$ cat config.mk
export PLATFORM = sky130hd
export DESIGN_NAME = mwsm_div
export DESIGN_NICKNAME = d
export VERILOG_FILES = /design/src/mwsm_pkg.sv /design/src/mwsm_div.sv
export SDC_FILE = /design/constraint.sdc
export NUM_CORES = 2
export LEC_CHECK = 0
export BUFFER_PORTS_ARGS = -buffer_cell sky130_fd_sc_hd__buf_2
export CORE_MARGIN = 5
export CORE_UTILIZATION = 49
export DETAILED_ROUTE_END_ITERATION = 10
export HOLD_SLACK_MARGIN = 0.08
export PLACE_DENSITY_LB_ADDON = 0.15
export SLEW_MARGIN = 40
export SYNTH_ARGS = -nofsm -noshare
export SYNTH_HDL_FRONTEND = slang
export SYNTH_SLANG_ARGS = --single-unit
$ cat constraint.sdc
create_clock -name clk -period 14.3 [get_ports clk]
set_input_delay 1.43 -clock clk [delete_from_list [all_inputs] [get_ports clk]]
set_output_delay 1.43 -clock clk [all_outputs]
set_load 0.01 [all_outputs]
$ cat src/mwsm_pkg.sv
// shared widths and constants for the mecanum wheel speed mixer
`default_nettype none
package mwsm_pkg;
  localparam int QBITS   = 15;
  localparam int CMD_W   = 18;
  localparam int UNIT_W  = 17;
  localparam int WGT_W   = 16;
  localparam int SQR_W   = 32;
  localparam int ROOT_W  = 16;
  localparam int QUO_W   = 16;
  localparam int SPP_W   = 34;
  localparam int SPIN_W  = 19;
  localparam int MIX_W   = 20;
  localparam int MAG_W   = 19;
  localparam int WHEEL_W = 17;
  localparam int LANE_N  = 4;
  localparam logic [WGT_W-1:0] SPIN_WEIGHT_RST = 16'd26214;
  localparam logic [UNIT_W-1:0] Q_ONE = 17'd32768;
  localparam logic [SQR_W-1:0] LEN_LIMIT = 32'h4000_0000;
endpackage
`default_nettype wire

$ cat src/mwsm_div.sv
// pipelined restoring divider, several lanes over one shared divisor
`default_nettype none
module mwsm_div import mwsm_pkg::*; #(
  parameter int NW    = 31,
  parameter int DW    = 17,
  parameter int QW    = QUO_W,
  parameter int SW    = 4,
  parameter int LANES = 2
) (
  input  wire logic                       clk,
  input  wire logic                       rst_n,
  input  wire logic                       i_valid,
  output logic                            i_ready,
  input  wire logic [LANES-1:0][NW-1:0]   i_num,
  input  wire logic [DW-1:0]              i_den,
  input  wire logic [SW-1:0]              i_sb,
  output logic                            o_valid,
  input  wire logic                       o_ready,
  output logic [LANES-1:0][QW-1:0]        o_quo,
  output logic [SW-1:0]                   o_sb
);
  logic                       v_r   [QW];
  logic [DW-1:0]              den_r [QW];
  logic [SW-1:0]              sb_r  [QW];
  logic [LANES-1:0][DW-1:0]   rem_r [QW];
  logic [LANES-1:0][QW-1:0]   nq_r  [QW];
  logic [QW:0]                adv;

  assign adv[QW] = o_ready;
  assign i_ready = adv[0];

  for (genvar k = 0; k < QW; k++) begin : g_stage
    logic                     pv;
    logic [DW-1:0]            pden;
    logic [SW-1:0]            psb;
    logic [LANES-1:0][DW-1:0] prem;
    logic [LANES-1:0][QW-1:0] pnq;
    logic [LANES-1:0][DW-1:0] rem_nxt;
    logic [LANES-1:0][QW-1:0] nq_nxt;

    if (k == 0) begin : g_first
      assign pv = i_valid;
      assign pden = i_den;
      assign psb = i_sb;
      for (genvar l = 0; l < LANES; l++) begin : g_ld
        assign prem[l] = DW'(i_num[l][NW-1:QW]);
        assign pnq[l]  = i_num[l][QW-1:0];
      end
    end else begin : g_next
      assign pv = v_r[k-1];
      assign pden = den_r[k-1];
      assign psb = sb_r[k-1];
      assign prem = rem_r[k-1];
      assign pnq = nq_r[k-1];
    end

    // one quotient bit per lane
    for (genvar l = 0; l < LANES; l++) begin : g_lane
      logic [DW:0] t;
      logic        ge;
      assign t  = {prem[l], pnq[l][QW-1]};
      assign ge = t >= {1'b0, pden};
      assign rem_nxt[l] = ge ? DW'(t - {1'b0, pden}) : DW'(t);
      assign nq_nxt[l]  = {pnq[l][QW-2:0], ge};
    end

    assign adv[k] = !v_r[k] || adv[k+1];

    always_ff @(posedge clk) begin
      if (!rst_n) begin
        v_r[k] <= 1'b0;
      end else if (adv[k]) begin
        v_r[k] <= pv;
      end
    end

    always_ff @(posedge clk) begin
      if (adv[k]) begin
        den_r[k] <= pden;
        sb_r[k]  <= psb;
        rem_r[k] <= rem_nxt;
        nq_r[k]  <= nq_nxt;
      end
    end
  end

  assign o_valid = v_r[QW-1];
  assign o_quo   = nq_r[QW-1];
  assign o_sb    = sb_r[QW-1];
endmodule
`default_nettype wire

==> metrics.txt <==
run status finished, final reports clean; Die Y 393.6 um; cells resized by post-CTS repair 0; WL final around 170 mm; Setup crit end kind output pin; clock sink count around 1400; # IOs 125; #FFs+latches synth 1357; Worst Path Arrival around 4400 ps; area delta synth->final 11.12%; ys flop type edfxtp_1; post-layout min period 5803 ps; Final Max Tran Viols 0; Port Buffers 124; Crit Path Max Fanout 37; Worst IR Drop VDD approximately 0.13 mV; Worst Path Required 12870 ps; Synth Warn # 0; initial antenna violation count 7; Routed wire per std cell 21.49 um; leakage around 32 nW; hpwl dp 135.1 mm; CTS H-tree depth 4; GRT Total Usage 0.2205; fmax 0.1723 GHz; most frequent cells in the layout 1356 x edfxtp_1, 542 x ha_1, 448 x inv_1; # DRC 0; layout cell share with drive strength beyond 1 0.1154; Worst Hold Launch nq_r[0][141]$_DFFE_PP_; first-pass GRT wire length ~270 mm; Avg Inst Size Synth 12.31 um^2; die area 154900 um^2; Skew-Pair Late Insertion Delay around 800 ps; Min-Delay Path Class reg2reg; Max-cap violations 0; clk slew on worst S/H paths 60 ps; Post-CTS Hold Buffers 0; commonest non-fill, non-tap cell in the layout edfxtp_1; vias post-DR around 47000; number of flops mapped to enable cells by yosys between 1000 and 1500; die width between 300 and 400 um; Worst R2R End rem_r[0][220]$_DFFE_PP_; WS Path Type in2out; Max Buffers Root-to-Sink 3; Core ar. 145900 um^2; Post-synth ARST share 0; Initial Utilization 0.4942; RePlAce Congestion 0.9177; vias per cell 5.716; total gr overflow 0; NumNets Final 6759; Reg area between 40000 and 50000 um^2; fin util 0.5492; Filler cells 12210; Synth Instances 5858; worst slew pin tran roughly 860 ps; row cnt 140; area of the multi-input gates 29450 um^2; CTS tree yes; # Post-CTS Setup Buffers 0; Root Driver clkbuf_16; Starting DRT DRC Count 3744; post-synth cell types 100; antenna-violating nets left 0; Worst Hold End nq_r[0][174]$_DFFE_PP_; startpoint types input pin; fin crit share 0.4058; setup TNS 0 ps; DR pass1 iterations 5; worst r2r src v_r[1][7]$_DFFE_PP_; PD cells 228.5 nW/um^2; Slew HR 0.4091; via count of the first global-routing pass around 45000; Final Hold Vio Count 0; Inserted Clock Buffers approximately 150; Worst R2R Path Depth 7; largest net degree at the start of global routing between 80 and 90; Synth Cell Area 72110 um^2; R2R Setup Slk about 10000 ps; sequential share of the synthesized area 0.5649; clk_skew 31.63 ps; # setup viols final 0; hold path depth 0; syn_nets 6517; unrepaired setup endpoints after global routing false
logic make-up after synthesis:
group | share of synthesized area
XOR/XNOR | 0.03801
AND/OR/NAND/NOR | 0.09364
AO/OA/AOI/OAI | 0.1286
flip-flops | 0.5649
adder cells (fa/ha/maj) | 0.1024
multiplexers | 0.04338
buffers and inverters | 0.02911
synth_stat cells, drive strengths merged, types with 15 or more instances:
cell     instances  area (um^2)
o21bai          26        195.2
fa              30        600.6
edfxtp        1356        40720
a21oi          399         2027
nand3           82        410.4
xnor2          197         1725
nand4           80        500.5
inv            460         1727
o31ai           49        402.9
nand2          304         1144
nor2b           98        620.6
xor2           116         1016
a211oi          45        355.3
a31oi           57        412.9
o211ai          26        195.2
mux2i           35        350.3
a21boi          33        251.5
o31a            16        140.1
a21o           134         1006
ha             542         6782
nor4            27        168.9
or3             39        244.0
a2111oi         33        295.3
and3            64        400.4
o21ai          358         1807
o21a            97        728.2
or2             21        131.4
clkbuf          43        162.7
nand2b          66        415.4
nor3           116        595.6
mux2           244         2778
buf             29        210.2
nor2           404         1529
a211o           27        236.5
and2            20        125.1
nand3b          15        112.6
per-layer routing:
metal,global-route usage,share of wire,vias up,routed length [um]
met1,0.3136,0.46,22510,80690
met4,0.05794,0.024,2,4201
met2,0.3570,0.46,1168,81050
li1,-,-,22620,-
met3,0.03268,0.051,214,8915
met5,0,0.000057,-,10
worst max-delay path, cell delays in order:
cell	delay, ps
buf_2	90
nor2b_1	240
and2_1	330
and3_1	430
and4_1	310
and2_1	520
and3_1	390
nand2_4	320
buf_2	270
registers in the layout (all words and copies together), names as in the netlist:
| register | cells |
|---|---|
| sb_r | 64 |
| den_r | 255 |
| nq_r | 512 |
| v_r | 16 |
| rem_r | 510 |
worst max-delay path by stage:
stage | slack, ps | endpoint | from | depth (start not counted)
5_1_grt | 8230 | i_ready | o_ready | 9
3_5_place_dp | 8460 | i_ready | o_ready | 9
4_1_cts | 8450 | i_ready | o_ready | 9
3_3_place_gp | 8520 | i_ready | o_ready | 9
6_report | 8500 | i_ready | o_ready | 9
2_1_floorplan | 7680 | v_r[0][3]$_DFFE_PP_ | o_ready | 9
metrics by stage:
step	setup WS (ps)	total power [mW]	hold slack [ps]	std cells	area, um^2
2_1_floorplan	7680	12.38	400.3	5858	72110
3_3_place_gp	8522	14.36	400.2	7859	75130
3_5_place_dp	8461	14.50	404.5	7863	75210
4_1_cts	8450	18.37	387.2	8134	80030
5_1_grt	8234	19.51	403.0	8137	80130
6_report	8497	18.31	393.8	8138	80130
report_power, final:
group	switching (mW)	internal [mW]	leakage, nW
combinational	4.29	3.43	15.8
sequential	0.743	6.08	14.3
clock	1.59	2.17	2.34
total	6.62	11.7	32.4
final cells by class:
| class | instances | share of cell area |
|---|---|---|
| well taps | 1917 | 0.02993 |
| clock inverters | 95 | 0.01179 |
| diodes | 1 | 0.00003123 |
| inverters | 460 | 0.02166 |
| clock buffers | 176 | 0.04833 |
| repair buffers | 163 | 0.01229 |
| multi-input cells | 3969 | 0.3676 |
| flip-flops and latches | 1357 | 0.5084 |
No activity file was read; power rests on OpenSTA's default activity.
