## src/mwsm_pkg.sv

```systemverilog
// shared widths and constants for the mecanum wheel speed mixer
`default_nettype none
package mwsm_pkg;
  localparam int QBITS   = 15;
  localparam int CMD_W   = 18;
  localparam int UNIT_W  = 17;
  localparam int WGT_W   = 16;
  localparam int SQR_W   = 32;
  localparam int ROOT_W  = 16;
  localparam int QUO_W   = 16;
  localparam int SPP_W   = 34;
  localparam int SPIN_W  = 19;
  localparam int MIX_W   = 20;
  localparam int MAG_W   = 19;
  localparam int WHEEL_W = 17;
  localparam int LANE_N  = 4;
  localparam logic [WGT_W-1:0] SPIN_WEIGHT_RST = 16'd26214;
  localparam logic [UNIT_W-1:0] Q_ONE = 17'd32768;
  localparam logic [SQR_W-1:0] LEN_LIMIT = 32'h4000_0000;
endpackage
`default_nettype wire

```

## src/mwsm_sqrt.sv

```systemverilog
// pipelined integer square root, one result bit per stage
`default_nettype none
module mwsm_sqrt import mwsm_pkg::*; #(
  parameter int SW = 8
) (
  input  wire logic              clk,
  input  wire logic              rst_n,
  input  wire logic              i_valid,
  output logic                   i_ready,
  input  wire logic [SQR_W-1:0]  i_rad,
  input  wire logic [SW-1:0]     i_sb,
  output logic                   o_valid,
  input  wire logic              o_ready,
  output logic [ROOT_W-1:0]      o_root,
  output logic [SW-1:0]          o_sb
);
  localparam int N = ROOT_W;
  localparam int RW = ROOT_W + 2;

  logic              v_r    [N];
  logic [RW-1:0]     rem_r  [N];
  logic [ROOT_W-1:0] root_r [N];
  logic [SQR_W-1:0]  rad_r  [N];
  logic [SW-1:0]     sb_r   [N];
  logic [N:0]        adv;

  assign adv[N]  = o_ready;
  assign i_ready = adv[0];

  for (genvar k = 0; k < N; k++) begin : g_stage
    logic              pv;
    logic [RW-1:0]     prem;
    logic [ROOT_W-1:0] proot;
    logic [SQR_W-1:0]  prad;
    logic [SW-1:0]     psb;
    logic [RW+1:0]     t;
    logic [RW+1:0]     trial;
    logic              ge;

    if (k == 0) begin : g_first
      assign pv = i_valid;
      assign prem = '0;
      assign proot = '0;
      assign prad = i_rad;
      assign psb = i_sb;
    end else begin : g_next
      assign pv = v_r[k-1];
      assign prem = rem_r[k-1];
      assign proot = root_r[k-1];
      assign prad = rad_r[k-1];
      assign psb = sb_r[k-1];
    end

    // one digit of the restoring root
    assign t     = {prem, prad[SQR_W-1 -: 2]};
    assign trial = {2'b00, proot, 2'b01};
    assign ge    = t >= trial;
    assign adv[k] = !v_r[k] || adv[k+1];

    always_ff @(posedge clk) begin
      if (!rst_n) begin
        v_r[k] <= 1'b0;
      end else if (adv[k]) begin
        v_r[k] <= pv;
      end
    end

    always_ff @(posedge clk) begin
      if (adv[k]) begin
        rem_r[k]  <= ge ? RW'(t - trial) : RW'(t);
        root_r[k] <= {proot[ROOT_W-2:0], ge};
        rad_r[k]  <= {prad[SQR_W-3:0], 2'b00};
        sb_r[k]   <= psb;
      end
    end
  end

  assign o_valid = v_r[N-1];
  assign o_root  = root_r[N-1];
  assign o_sb    = sb_r[N-1];
endmodule
`default_nettype wire

```

## config.mk

```make
export PLATFORM = sky130hd
export DESIGN_NAME = mwsm_sqrt
export DESIGN_NICKNAME = d
export VERILOG_FILES = /design/src/mwsm_pkg.sv /design/src/mwsm_sqrt.sv
export SDC_FILE = /design/constraint.sdc
export NUM_CORES = 1
export LEC_CHECK = 0
export ABC_AREA = 0
export BUFFER_PORTS_ARGS = -buffer_cell sky130_fd_sc_hd__buf_2
export CORE_MARGIN = 2
export CORE_UTILIZATION = 38
export DETAILED_ROUTE_END_ITERATION = 7
export GPL_TIMING_DRIVEN = 0
export PLACE_DENSITY = 0.52
export SETUP_SLACK_MARGIN = 0.3
export SYNTH_ARGS = -nofsm -noshare
export SYNTH_HDL_FRONTEND = slang
export SYNTH_SLANG_ARGS = --single-unit
```

## constraint.sdc

```tcl
create_clock -name clk -period 4.1 [get_ports clk]
set_input_delay 0.205 -clock clk [delete_from_list [all_inputs] [get_ports clk]]
set_output_delay 0.205 -clock clk [all_outputs]
set_load 0.01 [all_outputs]
```

==> summary.txt, run 1 <==
#FFs+latches synth - 770
share of layout cells above drive strength 1 - 0.121
root buffer cell - clkbuf_16
crit path time final - 3530 ps
number of global-route vias before repair - 18600
final hold violations - 0
# clock sinks - 770
DR iter-0 viols - 1035
Startpoint Class - flip-flop
actual slew at the worst max-slew pin - 1240 ps
net switching power - 5560 uW
gr ovfl total - 0
I/O pin count - 70
gpl congestion - 0.859
FMAX - 283 MHz
Power Dens Cells - 554 nW/um2
H-tree level count - 3
# diodes - 0
run status - finished, final reports clean
overall die width - 301 um
Worst Path Class, Setup - flip-flop to primary output
global-route wire length before repair - 92.7 mm
WP data arrival - 3330 ps
Slew headroom - 0.175
DRC viols - 0
largest net degree at the start of global routing - 57
clock latency on the worst-skew pair - 650 ps
PortBufs - 69
fin nets - 2745
Initial Util - 0.385
cell-internal power - 15900 uW
Clk pwr share - 0.342
Synth cell types - 86
endpoint class of the critical path - primary output
Max Buffers Root-to-Sink - 3
DR vias - 18300
Post-DP HPWL - 41.0 mm
fillcell total - 7760
syn nets - 2532
CTS buffer count - 84
combinational share of power - 0.151
EDFF count, synth - 769
Critical Path RT - 3890 ps
area delta synth->final - 15.7%
initial antenna violation count - 0
Final Skew - 58.2 ps
P_leak - 0.0156 uW
Pins Over Slew Limit - 0
synthesized netlist cell count - 2335
crit path max fanout - 46
Ys Warns - 0
DP Cell Count - 3570
Sequential Area - 23100 um2
Global Route Usage Sum - 0.126
Die Ht - 301 um
maximum vdd drop - 330 uV
fin util - 0.445
Seq/Total Area, Yosys - 0.690
endpoints failing setup - 0
max_cap viols - 0
CTS tree - built
worst min-delay path category - input port to flip-flop
synthesized cell area - 33500 um2
Async SR Flop Fraction - 0
Core Footprint - 87000 um2
vias per inst - 4.85
Hold Worst Slack - 262 ps
drt first pass iters - 5
clock slew at reported path FFs - 60 ps
period utilisation layout - 0.862
area of the multi-input gates - 9550 um2
Seq pwr share - 0.507
post-synth top area share - 0.690
Finished Layout Cells - 3769
Yosys top cell by area - edfxtp_1
Post-DRT Antenna Nets - 0
net switching fraction of the power - 0.259
# rows - 108
average wire per standard cell - 15.0 um
die area - 90500 um2
top cells by area, synth - edfxtp_1, ha_1, xnor2_1, a21oi_1, xor2_1
synthesized area per cell - 14.3 um2
total wire length - 56.4 mm
RSZ-0062 raised after global routing - false
ys flop type - edfxtp_1
[per-stage QoR]
step | TNS (ps) | instance area [um2] | power, uW | worst slack (ps)
3_3_place_gp | -38180 | 35300 | 14100 | -337
3_5_place_dp | 0 | 35500 | 14200 | 93.5
5_1_grt | 0 | 38700 | 22600 | 304
2_1_floorplan | 0 | 33500 | 13300 | 316
4_1_cts | 0 | 38700 | 21700 | 357
6_report | 0 | 38700 | 21500 | 566
[worst max-delay path: stages, from the launching register on]
cell	delay [ps]
edfxtp_1	460
nand2b_4	200
nor2_4	200
inv_6	170
nor3_4	190
and4_4	290
and3_1	220
and2_4	190
and3_1	160
clkbuf_4	230
nand2_8	150
buf_2	200
[flip-flops by register name, indices dropped and copies added, names as in the netlist]
register,cells
sb_r,128
rem_r,250
root_r,136
v_r,16
rad_r,240
[cell usage after synthesis, drive strengths merged (5+ instances only)]
master   count
xor2        78
a22o         5
and2        11
a21oi      149
nand2b      33
nor3b        6
nand3b      10
or4         10
nand2      104
a211oi      11
mux2        41
o31a         5
o21a        29
inv        182
o21bai       7
o31ai        9
edfxtp     769
or2          7
ha         153
nor3        49
xnor2      106
nor4        35
nor2b       19
o211ai      13
o2111ai      7
or3         17
o21ai       75
buf         22
and3        27
mux2i        7
clkbuf      15
a211o        9
a21o        28
nor2       173
nand4b       5
nand4       24
a31oi       10
nand3       40
[path summary, 6_finish.rpt]
kind	startpoint	to	slack, ps	depth (start not counted)
worst max-delay path	v_r[1][7]	i_ready	570	11
worst min-delay path	i_rad[22]	rad_r[0][22]	260	2
worst max register to register	rem_r[1][100]	rem_r[1][118]	710	9
worst min register to register	rad_r[1][83]	rad_r[1][115]	400	0
[repair_timing]
item | 4_1_cts | 5_1_grt
hold buffers | 44 | 0
cloned | 0 | 2
endpoints found under the setup margin | 99 | 1
pin swaps | 1 | 1
endpoints found under the hold margin | 44 | 0
gates resized for setup | 4 | 1
buffers inserted | 1 | 0
[area by class of cell]
| type | instances | area share |
|---|---|---|
| Inverter | 182 | 0.0178 |
| Multi-Input combinational cell | 1348 | 0.247 |
| Timing Repair Buffer | 125 | 0.0262 |
| Clock inverter | 52 | 0.0147 |
| Clock buffer | 100 | 0.0558 |
| Sequential cell | 770 | 0.597 |
| Tap cell | 1155 | 0.0373 |
| Buffer | 37 | 0.00510 |
[layer usage]
| metal | wire length (um) | GRT usage | up-vias |
|---|---|---|---|
| met5 | 0 | 0 | - |
| met4 | 1650 | 0.0489 | 0 |
| met3 | 2250 | 0.0266 | 119 |
| met2 | 27700 | 0.216 | 329 |
| met1 | 24700 | 0.155 | 8719 |
| li1 | - | - | 9125 |
[placed cells by master, fill, tap and decap left out, drive strengths merged, types with 44 or more instances in the layout]
cell type,instances
a21oi,149
buf,102
clkbuf,116
dlygate4sd3,44
edfxtp,769
ha,153
inv,185
nand2,105
nor2,173
nor3,49
o21ai,75
xnor2,106
xor2,78
[logic make-up after synthesis]
kind of cell,after synthesis,synth area share
flops,770,0.690
fa+ha+maj,153,0.0572
buf+inv,219,0.0262
xor+xnor,184,0.0481
mux,48,0.0168
compound gates,381,0.0728
simple gates,579,0.0887
other cells,1,0.000112
[power by group through the flow]
stage	registers [uW]	clock network [uW]	logic, uW
after floorplan	10800	0	2530
after global placement	11000	0	3120
after detailed placement	11100	0	3200
after CTS	10900	7610	3250
after global routing	11000	7910	3660
final	10900	7340	3240
Note: power is estimated with default switching activity, not from simulation.
==> run 2: changes to the inputs <==
--- a/config.mk
+++ b/config.mk
@@ -12,6 +12,7 @@
 export DETAILED_ROUTE_END_ITERATION = 7
 export GPL_TIMING_DRIVEN = 0
 export PLACE_DENSITY = 0.52
+export RECOVER_POWER = 100
 export SETUP_SLACK_MARGIN = 0.3
 export SYNTH_ARGS = -nofsm -noshare
 export SYNTH_HDL_FRONTEND = slang
==> summary.txt, run 2 (same netlist as run 1, synthesis figures left out) <==
run status - finished, violations left
failing checks - capacitance limit, slew limit
Die Ht - 301 um
PortBufs - 69
Hold Worst Slack - 263 ps
hold depth - 2
number of global-route vias before repair - 18600
vias per inst - 4.86
share of layout cells above drive strength 1 - 0.0872
P_leak - 0.0153 uW
Initial Util - 0.385
root buffer cell - clkbuf_16
CTS buffer count - 84
worst min-delay path category - input port to flip-flop
DR iter-0 viols - 951
largest register by flop count - rem_r
WP data arrival - 3980 ps
largest net degree at the start of global routing - 57
I/O pin count - 70
Core Footprint - 87000 um2
Slew headroom - -0.491
crit-path cells - ha_1 -> o21ai_0 -> a21oi_1 -> o31ai_1 -> and2_0 -> o211ai_1 -> clkbuf_1 -> nor2_1 -> a41o_1
H-tree level count - 3
commonest non-fill, non-tap cells in the layout - edfxtp_1, inv_1, nor2_1
Power Dens Cells - 558 nW/um2
final hold violations - 0
Finished Layout Cells - 3769
gpl congestion - 0.859
Global Route Usage Sum - 0.126
max_cap viols - 2
DR vias - 18300
average wire per standard cell - 15.0 um
die area - 90500 um2
Startpoint Class - flip-flop
crit path max fanout - 10
# clock sinks - 770
drt first pass iters - 5
critical path launch point - rem_r[1][73]
Post-DP HPWL - 41.0 mm
R2R Setup Slk - 490 ps
area of the multi-input gates - 9400 um2
end of the worst register-to-register path - rem_r[1][100]
hold wc startpoint - i_rad[22]
clock slew at reported path FFs - 60 ps
# rows - 108
crit path time final - 3610 ps
Final Skew - 59.5 ps
endpoints failing setup - 0
initial antenna violation count - 0
DP Cell Count - 3570
CTS tree - built
WP buf/inv - 1
max reg flops - 250
DRC viols - 0
# diodes - 0
fin nets - 2745
FMAX - 277 MHz
endpoint class of the critical path - flip-flop
most common cell after layout, fill and taps aside - edfxtp_1
Max stage delay on crit path - 820 ps
gr ovfl total - 0
global-route wire length before repair - 92.7 mm
CP delay by family, top - compound AO/OA/AOI/OAI gates
overall die width - 301 um
total wire length - 56.5 mm
area delta synth->final - 14.5%
Worst Hold Path EP - rad_r[0][22]
Sequential Area - 23100 um2
critical path's slowest cell - o211ai_1
clock latency on the worst-skew pair - 650 ps
Max Buffers Root-to-Sink - 3
Post-DRT Antenna Nets - 0
maximum vdd drop - 330 uV
Worst Path Class, Setup - flip-flop to flip-flop
actual slew at the worst max-slew pin - 2240 ps
RSZ-0062 raised after global routing - false
Largest regs - rem_r (250), rad_r (240), root_r (136)
fillcell total - 7840
Critical Path RT - 4480 ps
R2R depth - 9
period utilisation layout - 0.880
Pins Over Slew Limit - 88
worst r2r src - rem_r[1][73]
## run 2: cell count changes in the layout (fill, tap and decap cells not counted), moves of 5 or more
| cell | previous run | this run |
|---|---|---|
| buf_12 | 11 | 0 |
| buf_2 | 85 | 44 |
| clkbuf_1 | 30 | 79 |
| clkbuf_2 | 1 | 9 |
| inv_1 | 174 | 181 |
| inv_2 | 7 | 0 |
| mux2_1 | 1 | 12 |
| mux2_4 | 8 | 0 |
| nand2_1 | 98 | 103 |
| o21ai_0 | 68 | 73 |
## run 2: per-layer routing
layer,up-vias,track usage,routed length [um]
met4,0,0.0489,1680
li1,9131,-,-
met3,123,0.0266,2330
met2,328,0.216,27700
met1,8740,0.155,24700
met5,-,0,0
## run 2: timing repair
item,4_1_cts,5_1_grt
cloned,0,2
setup buffers,1,0
endpoints found under the setup margin,99,1
endpoints found under the hold margin,44,0
gates resized for setup,4,1
pin swaps,1,1
hold buffers,44,0
## run 2: power breakdown
part,switching [uW],internal (uW)
registers,757,10100
logic,1700,1470
clock network,3080,4260
## run 2: how the worst max path moves through the flow
stage	end	depth (start not counted)
floorplan	rad_r[0][32]	10
global placement	rem_r[0][22]	10
detailed placement	i_ready	11
CTS	i_ready	11
global route	rem_r[1][100]	9
finish	rem_r[1][100]	9
## run 2: layout make-up
type	instances	area share
Sequential cell	770	0.603
Multi-Input combinational cell	1348	0.245
Clock buffer	100	0.0564
Tap cell	1155	0.0377
Timing Repair Buffer	125	0.0211
Inverter	182	0.0180
Clock inverter	52	0.0148
Buffer	37	0.00385
## run 2: worst reg2reg max path, stage by stage, from the launching register on
cell and delay (ps):
edfxtp_1 400, ha_1 370, o21ai_0 130, a21oi_1 310, o31ai_1 220, and2_0 230, o211ai_1 820, clkbuf_1 530
nor2_1 90, a41o_1 220
## run 2: through the flow
step                      utilization  setup TNS (ps)  total power (uW)  instance area [um2]  worst slack, ps
after CTS                       0.445               0             21700                38700              357
final                           0.441               0             21400                38300              494
after detailed placement        0.408               0             14200                35500             93.5
after global placement          0.405          -38180             14100                35300             -337
after floorplan                     -               0             13300                33500              316
after global routing            0.441               0             22500                38300              273
